### src/hdl/frot_pkg.sv
// Shared types, codes and size defaults of the quarter-turn frame rotator.
`timescale 1ns / 1ps
`default_nettype none
package frot_pkg;

	// Default frame store dimensions
	localparam int MAX_ROWS_DEF = 256;
	localparam int MAX_COLS_DEF = 256;

	// Configuration register indexes
	localparam int CFG_IDX_W = 2;
	localparam logic [CFG_IDX_W-1:0] CFG_FRAME_ROWS    = 2'd0;
	localparam logic [CFG_IDX_W-1:0] CFG_FRAME_COLS    = 2'd1;
	localparam logic [CFG_IDX_W-1:0] CFG_QUARTER_TURNS = 2'd2;

	// Configuration field widths and reset values
	localparam int DIM_CFG_W   = 9;
	localparam int TURNS_W     = 2;
	localparam int CFG_DATA_W  = DIM_CFG_W;
	localparam logic [DIM_CFG_W-1:0] FRAME_ROWS_RST = 9'd256;
	localparam logic [DIM_CFG_W-1:0] FRAME_COLS_RST = 9'd256;
	localparam logic [TURNS_W-1:0]   TURNS_RST      = 2'd1;

	// Rotation codes
	localparam logic [TURNS_W-1:0] TURN_0 = 2'd0;
	localparam logic [TURNS_W-1:0] TURN_1 = 2'd1;
	localparam logic [TURNS_W-1:0] TURN_2 = 2'd2;
	localparam logic [TURNS_W-1:0] TURN_3 = 2'd3;

	// Command opcodes
	localparam logic OP_STORE = 1'b0;
	localparam logic OP_FETCH = 1'b1;

	localparam int PIX_W = 8;

	typedef struct packed {
		logic             opcode;
		logic [PIX_W-1:0] pixel_in;
	} frot_cmd_t;

	typedef struct packed {
		logic [PIX_W-1:0] pixel_out;
		logic             last_pixel;
		logic             not_ready;
	} frot_result_t;

	// Flags that follow one fetch down the read pipeline
	typedef struct packed {
		logic valid;
		logic not_ready;
		logic last;
	} frot_rd_ctl_t;

endpackage
`default_nettype wire

### src/hdl/frot_seq.sv
// Command sequencer: configuration, store count, rotated scan position and source coordinates.
`timescale 1ns / 1ps
`default_nettype none
module frot_seq #(
	parameter int MAX_ROWS = frot_pkg::MAX_ROWS_DEF,
	parameter int MAX_COLS = frot_pkg::MAX_COLS_DEF,
	localparam int MAXD  = (MAX_ROWS > MAX_COLS) ? MAX_ROWS : MAX_COLS,
	localparam int DW    = $clog2(MAXD + 1),
	localparam int PW    = $clog2(MAXD),
	localparam int AW    = $clog2(MAX_ROWS * MAX_COLS),
	localparam int CNT_W = $clog2(MAX_ROWS * MAX_COLS + 1)
) (
	input  wire                                   clk,
	input  wire                                   arst_n,
	input  wire                                   accept,
	input  wire  frot_pkg::frot_cmd_t             cmd,
	input  wire                                   cfg_write,
	input  wire  [frot_pkg::CFG_IDX_W-1:0]        cfg_index,
	input  wire  [frot_pkg::CFG_DATA_W-1:0]       cfg_data,
	output logic                                  wr_en,
	output logic [AW-1:0]                         wr_addr,
	output logic [frot_pkg::PIX_W-1:0]            wr_data,
	output frot_pkg::frot_rd_ctl_t                ctl_s1,
	output logic [PW-1:0]                         sr_s1,
	output logic [PW-1:0]                         sc_s1,
	output logic [DW-1:0]                         cols
);

	logic [frot_pkg::DIM_CFG_W-1:0] frame_rows_q;
	logic [frot_pkg::DIM_CFG_W-1:0] frame_cols_q;
	logic [frot_pkg::TURNS_W-1:0]   turns_q;
	logic [CNT_W-1:0]               stored_q;
	logic [PW-1:0]                  out_row_q;
	logic [PW-1:0]                  out_col_q;

	logic [DW-1:0]   rows;
	logic [DW-1:0]   orows;
	logic [DW-1:0]   ocols;
	logic [2*DW-1:0] total;
	logic            full;
	logic            last;
	logic            wrap_col;
	logic            cfg_rearm;
	logic            fetch_go;
	logic [DW-1:0]   sr_d;
	logic [DW-1:0]   sc_d;

	// Clamp the configured sizes into the store
	always_comb begin
		if (frame_rows_q == '0) begin
			rows = DW'(1);
		end else if (32'(frame_rows_q) > MAX_ROWS) begin
			rows = DW'(MAX_ROWS);
		end else begin
			rows = DW'(frame_rows_q);
		end
		if (frame_cols_q == '0) begin
			cols = DW'(1);
		end else if (32'(frame_cols_q) > MAX_COLS) begin
			cols = DW'(MAX_COLS);
		end else begin
			cols = DW'(frame_cols_q);
		end
		orows = turns_q[0] ? cols : rows;
		ocols = turns_q[0] ? rows : cols;
		total = (2*DW)'(rows) * (2*DW)'(cols);
		full  = 32'(stored_q) >= 32'(total);
	end

	// Scan position flags
	always_comb begin
		last      = (DW'(out_row_q) == orows - DW'(1)) && (DW'(out_col_q) == ocols - DW'(1));
		wrap_col  = (DW'(out_col_q) + DW'(1)) >= ocols;
		cfg_rearm = cfg_write && (cfg_index == frot_pkg::CFG_FRAME_ROWS ||
			cfg_index == frot_pkg::CFG_FRAME_COLS || cfg_index == frot_pkg::CFG_QUARTER_TURNS);
		fetch_go  = accept && (cmd.opcode == frot_pkg::OP_FETCH) && full;
	end

	// Map the rotated position back to source coordinates
	always_comb begin
		case (turns_q)
			frot_pkg::TURN_0: begin
				sr_d = DW'(out_row_q);
				sc_d = DW'(out_col_q);
			end
			frot_pkg::TURN_1: begin
				sr_d = rows - DW'(1) - DW'(out_col_q);
				sc_d = DW'(out_row_q);
			end
			frot_pkg::TURN_2: begin
				sr_d = rows - DW'(1) - DW'(out_row_q);
				sc_d = cols - DW'(1) - DW'(out_col_q);
			end
			default: begin
				sr_d = DW'(out_col_q);
				sc_d = cols - DW'(1) - DW'(out_row_q);
			end
		endcase
	end

	// Store port: write the next raster pixel while the frame is open
	always_comb begin
		wr_en   = accept && (cmd.opcode == frot_pkg::OP_STORE) && !full;
		wr_addr = stored_q[AW-1:0];
		wr_data = cmd.pixel_in;
	end

	// Hold configuration registers
	always_ff @(posedge clk or negedge arst_n) begin
		if (!arst_n) begin
			frame_rows_q <= frot_pkg::FRAME_ROWS_RST;
			frame_cols_q <= frot_pkg::FRAME_COLS_RST;
			turns_q      <= frot_pkg::TURNS_RST;
		end else if (cfg_write) begin
			case (cfg_index)
				frot_pkg::CFG_FRAME_ROWS:    frame_rows_q <= cfg_data;
				frot_pkg::CFG_FRAME_COLS:    frame_cols_q <= cfg_data;
				frot_pkg::CFG_QUARTER_TURNS: turns_q <= cfg_data[frot_pkg::TURNS_W-1:0];
				default: ;
			endcase
		end
	end

	// Advance store count and scan position; rearm on last pixel or a size or turn write
	always_ff @(posedge clk or negedge arst_n) begin
		if (!arst_n) begin
			stored_q  <= '0;
			out_row_q <= '0;
			out_col_q <= '0;
		end else if (cfg_rearm || (fetch_go && last)) begin
			stored_q  <= '0;
			out_row_q <= '0;
			out_col_q <= '0;
		end else begin
			if (wr_en) begin
				stored_q <= stored_q + CNT_W'(1);
			end
			if (fetch_go) begin
				if (wrap_col) begin
					out_col_q <= '0;
					out_row_q <= out_row_q + PW'(1);
				end else begin
					out_col_q <= out_col_q + PW'(1);
				end
			end
		end
	end

	// Launch fetches into the read pipeline
	always_ff @(posedge clk or negedge arst_n) begin
		if (!arst_n) begin
			ctl_s1 <= '0;
		end else begin
			ctl_s1.valid     <= accept && (cmd.opcode == frot_pkg::OP_FETCH);
			ctl_s1.not_ready <= !full;
			ctl_s1.last      <= full && last;
		end
	end

	always_ff @(posedge clk) begin
		sr_s1 <= sr_d[PW-1:0];
		sc_s1 <= sc_d[PW-1:0];
	end

endmodule
`default_nettype wire

### config.mk
export PLATFORM = sky130hd
export DESIGN_NAME = frot_seq
export DESIGN_NICKNAME = d
export VERILOG_FILES = /design/src/hdl/frot_pkg.sv /design/src/hdl/frot_seq.sv
export SDC_FILE = /design/constraint.sdc
export NUM_CORES = 1
export LEC_CHECK = 0
export BUFFER_PORTS_ARGS = -buffer_cell sky130_fd_sc_hd__buf_2
export CAP_MARGIN = 5
export CORE_MARGIN = 3
export CORE_UTILIZATION = 30
export DETAILED_ROUTE_END_ITERATION = 6
export MAX_ROUTING_LAYER = met4
export PLACE_DENSITY = 0.42
export SYNTH_ARGS = -nofsm -noshare
export SYNTH_HDL_FRONTEND = slang
export SYNTH_SLANG_ARGS = --single-unit
### constraint.sdc
create_clock -name clk -period 16.1 [get_ports clk]
set_input_delay 2.415 -clock clk [delete_from_list [all_inputs] [get_ports clk]]
set_output_delay 2.415 -clock clk [all_outputs]
set_load 0.03 [all_outputs]
==> impl_metrics.tcl <==
set metrics [dict create \
    drt-initial-drc-count 450 \
    comb_power_share_pct 58.7 \
    grt-ovfl-total 0 \
    pwr-share-clk_pct 20.3 \
    vdd_drop_max_mv 0.0480 \
    vias_per_cell 4.87 \
    wire_per_inst_um 17.7 \
    setup.worst_path.end_class "output pin" \
    cts_resized 0 \
    dr.pass1.iters 4 \
    synth_top_area_cell "dfrtp_1" \
    die_y_um 173 \
    netSwitchingPower_uw 536 \
    hold_viol 0 \
    rrSetupSlack_ps 7840 \
    worstSetupStartpointType "flop" \
    ant_nets 0 \
    antenna_cells 0 \
    rows 60 \
    portBuffers 60 \
    max_freq_mhz 99.1 \
    ys_ff_latch 72 \
    synthCells 973 \
    reg2reg_to "out_row_q[1]$_DFFE_PN0P_" \
    outcome "complete, no violations" \
    swShare_pct 46.7 \
    synth_warnings 0 \
    drive_gt1_share_pct 13.5 \
    grt_antenna_before_repair 0 \
    r2r_cells 31 \
    crit_required_ps 13690 \
    avgSynthCellArea_sq_um 8.65 \
    powerDensity_mw_per_mm2 125 \
    wirelength_mm 24.0 \
    cts_hold_buf 0 \
    hold_path_depth 2 \
    max_stage_delay_ps 700 \
    synth_common_cells "inv_1, ha_1, nor2_1, nand2_1, xnor2_1" \
    pin_count 77 \
    fin_hold_ws_ps 574 \
    vias 6624 \
    synth_nets 1138 \
    cts_buffers 9 \
    yosysMostFrequentCell "inv_1" \
    cp_max_fo 10 \
    crit_path_start "frame_rows_q[4]$_DFFE_PN0P_" \
    grt_max_degree 57 \
    clock-sinks 72 \
    p_int_uw 611 \
    worstSkewPairLatency_ps 360 \
    n_fill_cell 2889 \
    maxCapViolations 0 \
    post-cts-setup-buffers 0 \
    slew_violations 0 \
    min_period_ps 10090 \
    grt_usage_pct 16.6 \
    die_w_um 173 \
    p_total_mw 1.15 \
    ys_seq_area_share_pct 20.5 \
    core_area_sq_mm 0.0273 \
    clock_skew_ps 13.1 \
    netlist_top_cells_area "dfrtp_1, ha_1, fa_1" \
    synth_cell_types 69 \
    path_class "reg2out" \
    p_leak_nw 4.33 \
    synth_ff_type "dfrtp_1" \
    synth_top_area_share_pct 15.8 \
    synth-edff-count 0 \
    min_to "stored_q[16]$_DFFE_PN0P_" \
    syn_area_sq_mm 0.00841 \
    async_flop_share_pct 77.8 \
    start_util_pct 30.9 \
    layout.nets 1147 \
    htreeDepth 3 \
    worstPathArrival_ps 7670 \
    place_hpwl_mm 18.6 \
    dieArea_sq_mm 0.0301 \
    period_share_pct 62.7 \
    fin_setup_tns_ps 0 \
    hp-class "reg2reg" \
    cts_tree "yes" \
    hold_start "stored_q[16]$_DFFE_PN0P_" \
    pwr-share-seq_pct 21.0 \
    rsz0062_at_grt "no" \
    root_buffer "clkbuf_16" \
    clk_pin_slew_ps 60 \
    drc 0 \
    layout-area-overhead-vs-synth_pct 9.22 \
    rr_startpoint "frame_rows_q[4]$_DFFE_PN0P_" \
    grt_pass1_vias 6516 \
    relSlewSlack_pct 30.0 \
    tightestPinTransition_ps 1050 \
    grt_pass1_wl_mm 38.1 \
    routabilityCongestion 0.855 \
    setup_viol 0 \
    clockBufferDepth 2 \
    slowest_stage "o41ai_4" \
]
## final cells by class
type | instances | area (sq um) | area share (%)
multi-input cells | 717 | 5880 | 64.0
flip-flops and latches | 72 | 1730 | 18.8
well taps | 372 | 465 | 5.07
inverters | 113 | 424 | 4.62
repair buffers | 69 | 368 | 4.00
clock buffers | 9 | 225 | 2.45
clock inverters | 7 | 101 | 1.10
## per-stage QoR
step	util [%]	std cells	setup slack [ps]	area (sq um)
final	33.7	1359	6010	9190
after global routing	33.7	1359	5280	9190
after CTS	33.7	1359	5910	9190
after detailed placement	32.5	1343	6310	8860
after global placement	32.5	1343	6440	8860
after floorplan	-	973	7170	8410
## placed cells by master, fill, tap and decap left out, types with 17 or more instances in the layout
| cell type | synthesis | layout |
|---|---|---|
| buf_2 | 12 | 60 |
| dfrtp_1 | 53 | 53 |
| nor2_1 | 84 | 84 |
| fa_1 | 52 | 52 |
| a21o_1 | 17 | 17 |
| o21ai_0 | 33 | 33 |
| ha_1 | 89 | 89 |
| mux2_2 | 23 | 23 |
| xor2_1 | 23 | 23 |
| xnor2_1 | 63 | 63 |
| nand2_1 | 76 | 76 |
| inv_1 | 106 | 106 |
| mux2i_1 | 23 | 23 |
| nand2b_1 | 19 | 19 |
| a21oi_1 | 42 | 42 |
## critical path: cells and delay by family, from the launching register on
family | cells | cell delay (ps)
flip-flops | 1 | 460
XOR/XNOR | 1 | 170
adder cells (fa/ha/maj) | 6 | 2120
AO/OA/AOI/OAI | 10 | 2390
buffers and inverters | 4 | 840
AND/OR/NAND/NOR | 7 | 1360
## worst max-delay path by stage
stage            end  cells past startpoint  slack, ps
6_report       wr_en                     28       6010
5_1_grt        wr_en                     28       5280
4_1_cts        wr_en                     28       5910
3_5_place_dp   wr_en                     28       6310
3_3_place_gp   wr_en                     28       6440
2_1_floorplan  wr_en                     29       7170
## sequential cells by signal, indices dropped and copies added, names as in the netlist, 3 cells and up
name          flops
stored_q         17
frame_cols_q      9
frame_rows_q      9
out_col_q         8
out_row_q         8
sc_s1             8
sr_s1             8
ctl_s1            3
## power groups by stage
stage	registers (mW)	logic (mW)	clock network (mW)
after floorplan	0.261	0.499	0
after global placement	0.244	0.682	0
after detailed placement	0.245	0.678	0
after CTS	0.241	0.683	0.242
after global routing	0.246	0.761	0.248
final	0.241	0.673	0.233
## per-layer routing
metal  wire length (um)  up-vias  track usage [%]
met4                339        0             3.85
met5                  0        -                -
li1                   -     3236                -
met2              10300      134             23.4
met3                922       18             2.32
met1              12400     3236             25.0
## cells by family after synthesis
group	Yosys count	synth area share, %
AND/OR/NAND/NOR	290	17.0
buffers and inverters	184	9.61
AO/OA/AOI/OAI	151	12.0
adder cells (fa/ha/maj)	141	25.6
XOR/XNOR	86	8.95
flip-flops	72	20.5
multiplexers	49	6.31
(Power assumes the default switching activity.)
